===== src/design/srb_pkg.sv =====
// ----------------------------------------------------------------------------
// Sequence reorder buffer package
// Widths, request and response payloads, controller states.
// ----------------------------------------------------------------------------
package srb_pkg;

   localparam int SEQ_W = 32;
   localparam int TAG_W = 32;

   typedef struct packed {
      logic [SEQ_W-1:0] seq_num;
      logic [TAG_W-1:0] item_tag;
   } srb_req_type;

   typedef enum logic {
      SRB_RELEASED = 1'b0,
      SRB_REJECTED = 1'b1
   } srb_status_type;

   typedef struct packed {
      srb_status_type   status;
      logic [SEQ_W-1:0] out_seq;
      logic [TAG_W-1:0] out_tag;
      logic             last;
   } srb_rsp_type;

   // per-cell controls from the controller
   typedef struct packed {
      logic write;
      logic shift;
   } srb_cell_ctrl_type;

   typedef enum logic {
      SRB_IDLE,
      SRB_DRAIN
   } srb_state_type;

endpackage


===== src/design/srb_cell.sv =====
// ----------------------------------------------------------------------------
// Sequence reorder buffer cell
// One window place: valid bit and tag, loaded on insert or from its neighbour.
// ----------------------------------------------------------------------------
module srb_cell (
   input  logic                      clock,
   input  logic                      reset,
   input  srb_pkg::srb_cell_ctrl_type ctrl,
   input  logic [srb_pkg::TAG_W-1:0] wr_tag,
   input  logic                      nb_valid,
   input  logic [srb_pkg::TAG_W-1:0] nb_tag,
   output logic                      valid,
   output logic [srb_pkg::TAG_W-1:0] tag
);
   import srb_pkg::*;

   logic             valid_ff;
   logic [TAG_W-1:0] tag_ff;

   always_ff @(posedge clock) begin
      if (reset) begin
         valid_ff <= 1'b0;
      end else if (ctrl.write) begin
         valid_ff <= 1'b1;
      end else if (ctrl.shift) begin
         valid_ff <= nb_valid;
      end
   end

   // overwrite on repeated number
   always_ff @(posedge clock) begin
      if (ctrl.write) begin
         tag_ff <= wr_tag;
      end else if (ctrl.shift) begin
         tag_ff <= nb_tag;
      end
   end

   assign valid = valid_ff;
   assign tag   = tag_ff;

endmodule


===== config.mk =====
export PLATFORM = sky130hd
export DESIGN_NAME = srb_cell
export DESIGN_NICKNAME = d
export VERILOG_FILES = /design/src/design/srb_pkg.sv /design/src/design/srb_cell.sv
export SDC_FILE = /design/constraint.sdc
export NUM_CORES = 1
export LEC_CHECK = 0
export CORE_MARGIN = 4
export CORE_UTILIZATION = 55
export CTS_BUF_LIST = sky130_fd_sc_hd__clkbuf_2 sky130_fd_sc_hd__clkbuf_4 sky130_fd_sc_hd__clkbuf_8
export DETAILED_ROUTE_END_ITERATION = 16
export DONT_BUFFER_PORTS = 1
export HOLD_SLACK_MARGIN = 0.1
export PLACE_DENSITY = 0.72
export SYNTH_ARGS = -nofsm -noshare
export SYNTH_HDL_FRONTEND = slang
export SYNTH_SLANG_ARGS = --single-unit

===== constraint.sdc =====
create_clock -name clock -period 2.45 [get_ports clock]
set_input_delay 0.245 -clock clock [delete_from_list [all_inputs] [get_ports clock]]
set_output_delay 0.245 -clock clock [all_outputs]
set_load 0.1 [all_outputs]

; After elaboration in Yosys (flattened, before gate mapping)
; Index checks and enable logic that the tools add are counted.
[totals]
register_bits = 33
output_inout_bits = 33
elab_cells = 7
in_bits = 69
[op_classes]
n_mux = 4
reduce_logical = 1
[op_table]
columns = operator, n
row1 = $mux W32, 2
row2 = $mux W1, 2
row3 = $reduce_bool A2 Y1, 1

; Logic depth before layout (Yosys ltp)
; Gate-level depths: netlist (run 1).
[logic_depth]
depth_word = 2
depth_mapped = 4
depth_no_buf = 2

; Least setup slack after synthesis (run 1)
; OpenSTA, ideal clock, no wires.
[synth_path]
path_type = in2reg
startpoint = in ctrl[1] (netlist bit)
endpoint = reg tag_ff[0], in the netlist tag[0] (enable)
cell_stages = 3
setup_ps = 329
t_required_ps = 2121
slack_ps = 1090
arrival_time_ps = 1031
path_buffers = 2
cell_sequence = buf_6 -> buf_12 -> or2_2
[synth_via]
elab_chain_len = 1
[synth_rtl]
columns = element, line
row1 = start: declaration, srb_cell.sv:8  ; input srb_pkg::srb_cell_ctrl_type ctrl,
row2 = $reduce_bool A2 Y1 (no source line), -
row3 = end signal: assignment, srb_cell.sv:33  ; tag_ff <= wr_tag;
row4 = end signal: assignment, srb_cell.sv:35  ; tag_ff <= nb_tag;
row5 = end: declaration, srb_cell.sv:18  ; logic [TAG_W-1:0] tag_ff;
; No other way between the ends.
; A chain may end at the register's enable or synchronous reset.

; Worst setup path after layout (run 1)
[layout_path]
startpoint = reg tag_ff[25], in the netlist tag[25]
endpoint = out tag[25] (netlist bit)
[layout_lines]
columns = element, line
row1 = end: declaration, srb_cell.sv:13  ; output logic [srb_pkg::TAG_W-1:0] tag
; No word-level cell between the ends.

==> summary.md, run 1 <==
| Metric | Value |
|---|---|
| Status | complete, no violations |
| Critical Path Source Type | register |
| First-pass GRT wire length | 3640 um |
| # IOs | 102 |
| GRT overflow | 0 |
| Synthesized area per cell | 21.1 um2 |
| Power Density | 960 nW/um2 |
| Cell variety after synth | 10 |
| Synth Instances | 73 |
| Syn nets | 142 |
| Fin. max-slew vios | 0 |
| Sum Neg Setup Slack | 0 ns |
| Final Cycle Share | 0.626 |
| Post-Place Cells | 100 |
| Clock Sinks | 33 |
| Placer congestion estimate | 0.678 |
| DRC errors left | 0 |
| Max cap viols | 0 |
| Number of setup violations in the final report | 0 |
| Final hold vios | 0 |
| H-tree levels | 2 |
| Hold depth | 1 |
| Via density | 6.22 |
| CP arrival | 1.29 ns |
| Setup crit end kind | output pin |
| Overall fraction of global-route tracks in use | 0.142 |
| Reg2Reg Setup Slack | 0.98 ns |
| Die height | 61.0 um |
| Total wire length | 2610 um |
| Die Wd | 61.0 um |
| Critical path class | reg2out |
| Area grow syn2layout | 2.84% |
| Worst hold slack | 0.132 ns |
| F_max | 652 MHz |
| Initial core utilization | 0.601 |
| Fin crit period | 1.53 ns |
| Post-synthesis register bit count | 33 |
| Number of DRC markers in iteration 0 | 19 |
| Final net count | 148 |
| WL/cell | 23.8 um |
| Via count | 684 |
| Worst slew pin tran | 0.915 ns |
| IO buf count | 0 |
| Root Driver | clkbuf_4 |
| Mapped Area | 1540 um2 |
| DR pass1 iterations | 4 |
| Max IR drop VDD | 0.635 mV |
| Bufs on Longest Clock Path | 2 |
| CTS tree | built |
| HP Start | wr_tag[7] |
| Commonest non-fill, non-tap cell in the layout | edfxtp_1 |
| Commonest cells after routing, fill and taps aside | edfxtp_1, mux2_4, clkbuf_4 |
| Final Non-Filler Cells | 110 |
| Global routing usage on met3 | 0.0872 |
| Std-Cell Rows | 18 |
| Met1 Track Usage GR | 0.126 |
| R2R Path Start | valid |
| Vias in the first global route | 732 |
| Largest net degree at the start of global routing | 35 |
| Clock Latency Late Sink | 0.32 ns |
| RR Endpoint | valid |
| Grt peak-use layer | met2 |
| RSZ-0062 raised after global routing | false |
| Register area share after synthesis | 0.636 |
| CP Max Fanout | 1 |
| Post-CTS setup buffer count | 0 |
| Pleak | 0.639 nW |
| Final WS setup | 0.916 ns |
| Core area | 2570 um2 |
| Post-route antenna net violation count | 0 |
| CTS Buf Count | 5 |
| Worst R2R Path Depth | 4 |
| Hold Path Sink | tag[7] |
| Met2 usage | 0.232 |
| N_diodes | 0 |
| Initial antenna violation count | 0 |
| Design Power | 1.52 mW |
| Worst-path clk slew | 0.10 ns |
| Slew headroom | 0.391 |
| Layout cells sized above 1 | 0.500 |
| Clk_skew | 0 ns |
| Worst EP required | 2.20 ns |
| Setup slack after placement | 1.24 ns |
| Hold crit path type | in2reg |
| Synth warn | 0 |
| DIE AREA | 3720 um2 |
## layout make-up
| type | count | area [um2] |
|---|---|---|
| Clock inverter | 3 | 12.5 |
| Tap cell | 30 | 37.5 |
| Clock buffer | 5 | 37.5 |
| Sequential cell | 33 | 981 |
| Multi-Input combinational cell | 35 | 487 |
| Inverter | 1 | 3.75 |
| Fill cell | 197 | 981 |
| Timing Repair Buffer | 3 | 27.5 |
## state kept, by name (all words and copies together), names as in the netlist
signal	count
valid	1
tag	32
## power by group
| part | internal (mW) | switching [mW] |
|---|---|---|
| clock | 0.104 | 0.170 |
| combinational | 0.0649 | 0.0308 |
| sequential | 0.695 | 0.460 |
| total | 0.864 | 0.660 |
## how the worst max path moves through the flow
stage | from | to | cells after the start | slack (ns)
after floorplan | ctrl[1] | tag[0] | 3 | 1.09
after global placement | ctrl[1] | tag[15] | 1 | 1.25
after detailed placement | ctrl[1] | tag[18] | 1 | 1.24
after CTS | tag[22] | tag[22] | 0 | 0.90
after global routing | valid | valid | 4 | 0.86
final | tag[25] | tag[25] | 0 | 0.92
## routing by layer
layer	routed length, um	part of all wire
met1	756	0.29
met2	1350	0.52
met3	399	0.15
met4	110	0.042
met5	0	0
## worst register-to-register path, delay by kind of cell (launching register included)
kind / cells / cell delay (ns)
DFF: 1 / 0.32
buffers and inverters: 2 / 0.84
muxes: 1 / 0.12
AOI/OAI and AO/OA: 1 / 0.15
## logic make-up after synthesis
| kind of cell | Yosys count | share of synthesized area |
|---|---|---|
| muxes | 33 | 0.308 |
| AOI/OAI and AO/OA | 1 | 0.00324 |
| DFF | 33 | 0.636 |
| buffers and inverters | 5 | 0.0487 |
| and+or+nand+nor | 1 | 0.00406 |
## cells in the mapped netlist (all sizes together)
| cell | n | area share |
|---|---|---|
| a21oi | 1 | 0.0032 |
| edfxtp | 32 | 0.62 |
| mux2 | 32 | 0.30 |
| or2 | 1 | 0.0041 |
| inv | 1 | 0.0024 |
| dfxtp | 1 | 0.013 |
| buf | 4 | 0.046 |
| mux2i | 1 | 0.0065 |
## metrics by stage
stage          cell area (um2)  utilization
6_report                  1590        0.618
5_1_grt                   1590        0.618
4_1_cts                   1590        0.618
3_5_place_dp              1520        0.591
3_3_place_gp              1520        0.591
2_1_floorplan             1540            -
## what timing repair did
item,in CTS,in global routing
hold buffers,2,0
hold endpoints to repair,1,0
resized for setup,0,0
Note: power is estimated with default switching activity, not from simulation.
==> inputs of run 2 (changes only) <==
Settings changed: PLACE_DENSITY 0.72 to 0.75.
Clock period 2.45 ns to 1.3 ns, I/O delays scaled along.
==> run 2 against run 1 <==
Effect of this change: the flow now stops in clock tree synthesis (4_1_cts); synthesized cell count unchanged; area after synthesis unchanged.
==> summary.md, run 2 <==
| Metric | Value |
|---|---|
| Syn nets | 142 (unchanged) |
| Post-synth EDFFs | 32 (unchanged) |
| Synth warn | 0 (unchanged) |
| Commonest cells in the synthesized netlist | edfxtp_1, mux2_4, mux2_2 |
| CTS Buf Count | 5 (unchanged) |
| Area share of the largest cell type after synthesis | 0.623 (unchanged) |
| Exit stage | clock tree synthesis (4_1_cts) |
| Root Driver | clkbuf_4 |
| Post-CTS setup buffer count | 0 (unchanged) |
| Status | stopped before the end |
| Die height | 61.0 um (unchanged) |
| Die Wd | 61.0 um (unchanged) |
| Main synth FF type | edfxtp_1 |
| Initial core utilization | 0.601 (unchanged) |
| Stop Error | [ERROR DPL-0033] detailed placement checks failed during check placement. |
| Synth Instances | 73 (unchanged) |
| Synthesized area per cell | 21.1 um2 (unchanged) |
| # IOs | 102 (unchanged) |
| Hold_buf cts | 66 (+64) |
| Asr flop ratio synth | 0 (unchanged) |
| Mapped Area | 1540 um2 (unchanged) |
| IO buf count | 0 (unchanged) |
| Dominant cells by area after synthesis | edfxtp_1, mux2_4, buf_12 |
| H-tree levels | 2 (unchanged) |
| Bufs on Longest Clock Path | 2 (unchanged) |
| Clock Sinks | 33 (unchanged) |
| Std-Cell Rows | 18 (unchanged) |
| Area leader, netlist | edfxtp_1 |
| Post-synthesis register bit count | 33 (unchanged) |
| Post-CTS Resized | 0 (unchanged) |
| Cell variety after synth | 10 (unchanged) |
| Count leader, synth | edfxtp_1 |
| Register area share after synthesis | 0.636 (unchanged) |
| Placer congestion estimate | 0.679 (+0.18%) |
==> run 2: cell counts after synthesis <==
Identical to the previous run, type by type.
==> run 2: per-stage QoR <==
| stage | cell area, um2 | cells | util | setup slack [ns] | hold WS [ns] |
|---|---|---|---|---|---|
| 3_5_place_dp | 1760 | 132 | 0.684 | 0.201 | 0.214 |
| 3_3_place_gp | 1760 | 132 | 0.684 | 0.230 | 0.201 |
| 2_1_floorplan | 1540 | 73 | - | 0.00268 | 0.199 |
==> run 2: kinds of logic after synthesis <==
group	synth area share
multiplexers	0.308
flip-flops	0.636
buffers and inverters	0.0487
AO/OA/AOI/OAI	0.00324
AND/OR/NAND/NOR	0.00406
==> inputs of run 3 (changes only) <==
Settings changed: CORE_UTILIZATION 55 to 40, CTS_BUF_LIST sky130_fd_sc_hd__clkbuf_2 sky130_fd_sc_hd__clkbuf_4 sky130_fd_sc_hd__clkbuf_8 to unset, HOLD_SLACK_MARGIN 0.1 to unset, PLACE_DENSITY 0.75 to unset, PLACE_DENSITY_LB_ADDON set to 0.15.
Clock period 1.3 ns to 1.7 ns, I/O delays scaled along.
==> run 3 against run 2 <==
Effect of this change: the run now ends clean.
==> summary.md, run 3 (synthesized netlist as in run 1, its figures left out) <==
| Metric | Value |
|---|---|
| First-pass GRT wire length | 4020 um |
| Die Wd | 70.1 um (+15%) |
| Fin. max-slew vios | 0 |
| CTS tree | built |
| DR pass1 iterations | 2 |
| Worst EP required | 1.53 ns |
| Final Cycle Share | 0.630 |
| Setup crit end kind | output pin |
| Critical Path Source Type | register |
| F_max | 934 MHz |
| Initial antenna violation count | 0 |
| Slowest stage delay, CP | 0.34 ns |
| Power Density | 1310 nW/um2 |
| Commonest cells after routing, fill and taps aside | buf_4, edfxtp_1, mux2_4 |
| Die height | 70.1 um (+15%) |
| Design Power | 2.46 mW |
| Clock Latency Late Sink | 0.27 ns |
| Hold_buf cts | 1 (-98%) |
| Core area | 3690 um2 |
| GRT overflow | 0 |
| Fin area | 1870 um2 |
| Via density | 4.80 |
| Post-CTS Resized | 0 (unchanged) |
| H-tree levels | 2 (unchanged) |
| N_diodes | 0 |
| Crit-path cells | buf_4 |
| WL/cell | 16.7 um |
| Hold crit path type | in2reg |
| Std-Cell Rows | 22 (+4) |
| Fin crit period | 1.07 ns |
| Final hold vios | 0 |
| # IOs | 102 (unchanged) |
| Fin util | 0.507 |
| Crit-path slowest cell | edfxtp_1 |
| Worst slew pin tran | 0.733 ns |
| Final net count | 179 |
| Layout cells sized above 1 | 0.658 |
| Sum Neg Setup Slack | 0 ns |
| Number of DRC markers in iteration 0 | 43 |
| Largest delay share family, worst path | flip-flops |
| Vias in the first global route | 842 |
| CP arrival | 0.90 ns |
| Slew headroom | 0.511 |
| Post-route antenna net violation count | 0 |
| Worst-path clk slew | 0.06 ns |
| Max FFs per register | 32 |
| Root Driver | clkbuf_8 |
| Largest net degree at the start of global routing | 35 |
| Critical path class | reg2out |
| Bufs on Longest Clock Path | 2 (unchanged) |
| Total wire length | 2650 um |
| CTS Buf Count | 5 (unchanged) |
| Area grow syn2layout | 21.3% |
| Placed instance area | 1780 um2 (+1.3%) |
| Pleak | 0.803 nW |
| Clock Sinks | 33 (unchanged) |
| Via count | 763 |
| Commonest non-fill, non-tap cell in the layout | buf_4 |
| CP Max Fanout | 1 |
| RSZ-0062 raised after global routing | false |
| Max cap viols | 0 |
| DIE AREA | 4910 um2 |
| Max IR drop VDD | 0.580 mV |
| Placer congestion estimate | 0.700 (+3.1%) |
| Status | complete, no violations |
| Worst path bufs/invs | 1 |
| Number of setup violations in the final report | 0 |
| Initial core utilization | 0.418 (-0.183) |
| Worst hold slack | 0.0315 ns |
| Post-CTS setup buffer count | 0 (unchanged) |
| DRC errors left | 0 |
| Clk_skew | 0 ns |
| Overall fraction of global-route tracks in use | 0.109 |
| IO buf count | 0 (unchanged) |
## run 3: metal layers
layer  track usage  part of all wire
met3        0.0647              0.13
met4        0.0638             0.018
met2         0.170              0.50
met1         0.112              0.35
met5             0                 0
## run 3: per-stage QoR
stage	cells	worst slack (ns)
6_report	159	0.629
5_1_grt	159	0.585
4_1_cts	159	0.604
3_5_place_dp	150	0.540
3_3_place_gp	150	0.562
2_1_floorplan	73	0.403
## run 3: worst paths after layout
path / from / to / slack, ns / cells past startpoint
min reg2reg: valid / valid / 0.55 / 2
min: ctrl[1] / valid / 0.03 / 2
max reg2reg: valid / valid / 1.08 / 2
max: tag[13] / tag[13] / 0.63 / 1
## run 3: final cells by class
cell class,instances,area [um2]
Inverter,1,3.75
Timing Repair Buffer,34,258
Sequential cell,33,981
Fill cell,315,1820
Clock buffer,6,72.6
Multi-Input combinational cell,35,487
Clock inverter,2,10.0
Tap cell,48,60.1
## run 3: report_power, final
part,internal [mW],switching [mW]
sequential,0.995,0.0231
combinational,0.196,0.703
clock,0.283,0.260
==> inputs of run 4 (changes only) <==
Clock period 1.7 ns to 1.1 ns, I/O delays scaled along.
==> run 4 against run 3 <==
Effect of this change: count of clock-buffer cells in the layout shrank 1; sequential power rose by 63%; utilization increased by 11 points; global-route usage increased by 1.8 points; highest routed layer unchanged.
==> summary.md, run 4 (synthesized netlist as in run 1, its figures left out) <==
| Metric | Value |
|---|---|
| First-pass GRT wire length | 4640 um (+16%) |
| Vias in the first global route | 888 (+5.5%) |
| Int Pwr | 2.61 mW (+77%) |
| Clock Sinks | 33 (unchanged) |
| Placed instance area | 2180 um2 (+23%) |
| CTS Buf Count | 5 (unchanged) |
| Highest Signal Layer | met4 |
| Fin crit period | 1.01 ns |
| Worst R2R Path Depth | 2 (unchanged) |
| Post-CTS Resized | 0 (unchanged) |
| F_max | 992 MHz |
| RSZ-0062 raised after global routing | false |
| N_diodes | 0 (unchanged) |
| Critical path class | reg2out |
| Max FFs per register | 32 (unchanged) |
| P_sw | 1.62 mW (+65%) |
| Number of setup violations in the final report | 0 (unchanged) |
| Comb power frac | 0.407 (+0.041) |
| Area grow syn2layout | 48.4% |
| Max IR drop VDD | 0.940 mV (+62%) |
| Die Wd | 70.1 um (unchanged) |
| RR Endpoint | valid |
| Hold Path Sink | tag[22] |
| Critical Path Source Type | register |
| Met2 WL | 1670 um (+26%) |
| HP Start | wr_tag[22] |
| Clk_skew | 0 ns (unchanged) |
| Fin area | 2290 um2 (+22%) |
| Via count | 797 (+4.5%) |
| DRC errors left | 0 (unchanged) |
| Die height | 70.1 um (unchanged) |
| Worst slew pin tran | 0.416 ns (-0.317 ns) |
| Post-route antenna net violation count | 0 (unchanged) |
| Wire length on met1 | 925 um (-0.11%) |
| Slew headroom | 0.723 (+0.211) |
| CP Max Fanout | 1 (unchanged) |
| Total wire length | 3060 um (+15%) |
| WL/cell | 19.1 um (+14%) |
| GRT overflow | 0 (unchanged) |
| Part of the power in registers | 0.391 (-0.023) |
| Setup crit end kind | output pin |
| Worst-path clk slew | 0.07 ns (about the same) |
| Status | complete, no violations |
| Largest net degree at the start of global routing | 35 (unchanged) |
| # IOs | 102 (unchanged) |
| Power Density | 1850 nW/um2 (+41%) |
| Fin. max-slew vios | 0 (unchanged) |
| Sw frac | 0.383 (-0.0177) |
| Hold depth | 1 (-1) |
| R2R Path Start | valid |
| Bufs on Longest Clock Path | 2 (unchanged) |
| Post-CTS setup buffer count | 0 (unchanged) |
| CTS tree | built |
| Reg2Reg Setup Slack | 0.46 ns (-0.62 ns) |
| Hold crit path type | in2reg |
| Final net count | 180 (+0.56%) |
| Final Non-Filler Cells | 160 (+0.63%) |
| Clock Latency Late Sink | 0.28 ns (about the same) |
| Std-Cell Rows | 22 (unchanged) |
| Sum Neg Setup Slack | 0 ns (unchanged) |
| DR pass1 iterations | 4 (+2) |
| Worst EP required | 0.99 ns (-0.54 ns) |
| Post-Place Cells | 150 (unchanged) |
| Worst hold slack | 0.0435 ns (+0.0120 ns) |
| Initial core utilization | 0.418 (unchanged) |
| Number of DRC markers in iteration 0 | 20 (-53%) |
| Placer congestion estimate | 0.678 (-3.1%) |
| Initial antenna violation count | 0 (unchanged) |
| DIE AREA | 4910 um2 (unchanged) |
| Largest delay share family, worst path | flip-flops |
| Commonest cells after routing, fill and taps aside | buf_12, edfxtp_1, mux2_4 |
| Final hold vios | 0 (unchanged) |
| Via density | 4.98 (+3.8%) |
| Root Driver | clkbuf_8 |
| Met3 WL | 404 um (+16%) |
| Layout cells sized above 1 | 0.670 (+0.0120) |
| Worst path bufs/invs | 1 (unchanged) |
| Slowest stage delay, CP | 0.42 ns (+0.08 ns) |
| Pleak | 0.954 nW (+19%) |
| Overall fraction of global-route tracks in use | 0.127 (+0.0177) |
| H-tree levels | 2 (unchanged) |
| Clock network power share | 0.202 (-0.019) |
| Crit-path slowest cell | edfxtp_1 |
| CP arrival | 0.90 ns (about the same) |
| Hold_buf cts | 2 (+1) |
| Final Cycle Share | 0.916 |
| Core area | 3690 um2 (unchanged) |
| IO buf count | 0 (unchanged) |
| Crit-path cells | buf_12 |
| Max cap viols | 0 (unchanged) |
## run 4: worst max path at each step
stage	endpoint	slack, ns	cells past startpoint	from
final	tag[9]	0.09	1	tag[9]
after global routing	tag[7]	0.05	1	tag[7]
after CTS	tag[9]	0.06	1	tag[9]
after detailed placement	tag[11]	0.23	1	ctrl[1]
after global placement	tag[11]	0.24	1	ctrl[1]
after floorplan	tag[0]	0.06	3	ctrl[1]
## run 4: area by class of cell
cell class	count	area, um2
sequential	33	982
clock inverter	3	17.5
fill	269	1400
multi-input combinational	35	489
timing repair buffer	35	668
tap	48	60.1
clock buffer	5	68.8
inverter	1	3.75
## run 4: metrics by stage
stage	power (mW)	util	setup slack, ns
CTS	4.30	0.621	0.0639
global route	4.38	0.621	0.0536
finish	4.24	0.621	0.0919
floorplan	2.82	-	0.0585
detailed placement	3.42	0.592	0.233
global placement	3.40	0.592	0.242
## run 4: power by group through the flow
stage	clock, mW	sequential, mW	combinational (mW)
after CTS	0.901	1.66	1.74
after detailed placement	0	1.69	1.73
after global placement	0	1.68	1.72
after global routing	0.960	1.67	1.76
after floorplan	0	2.60	0.220
final	0.858	1.66	1.73
## run 4: layer usage
metal | global-route usage | up-vias
li1 | - | 355
met5 | 0 | -
met3 | 0.0835 | 7
met1 | 0.118 | 374
met4 | 0.0574 | 0
met2 | 0.214 | 61
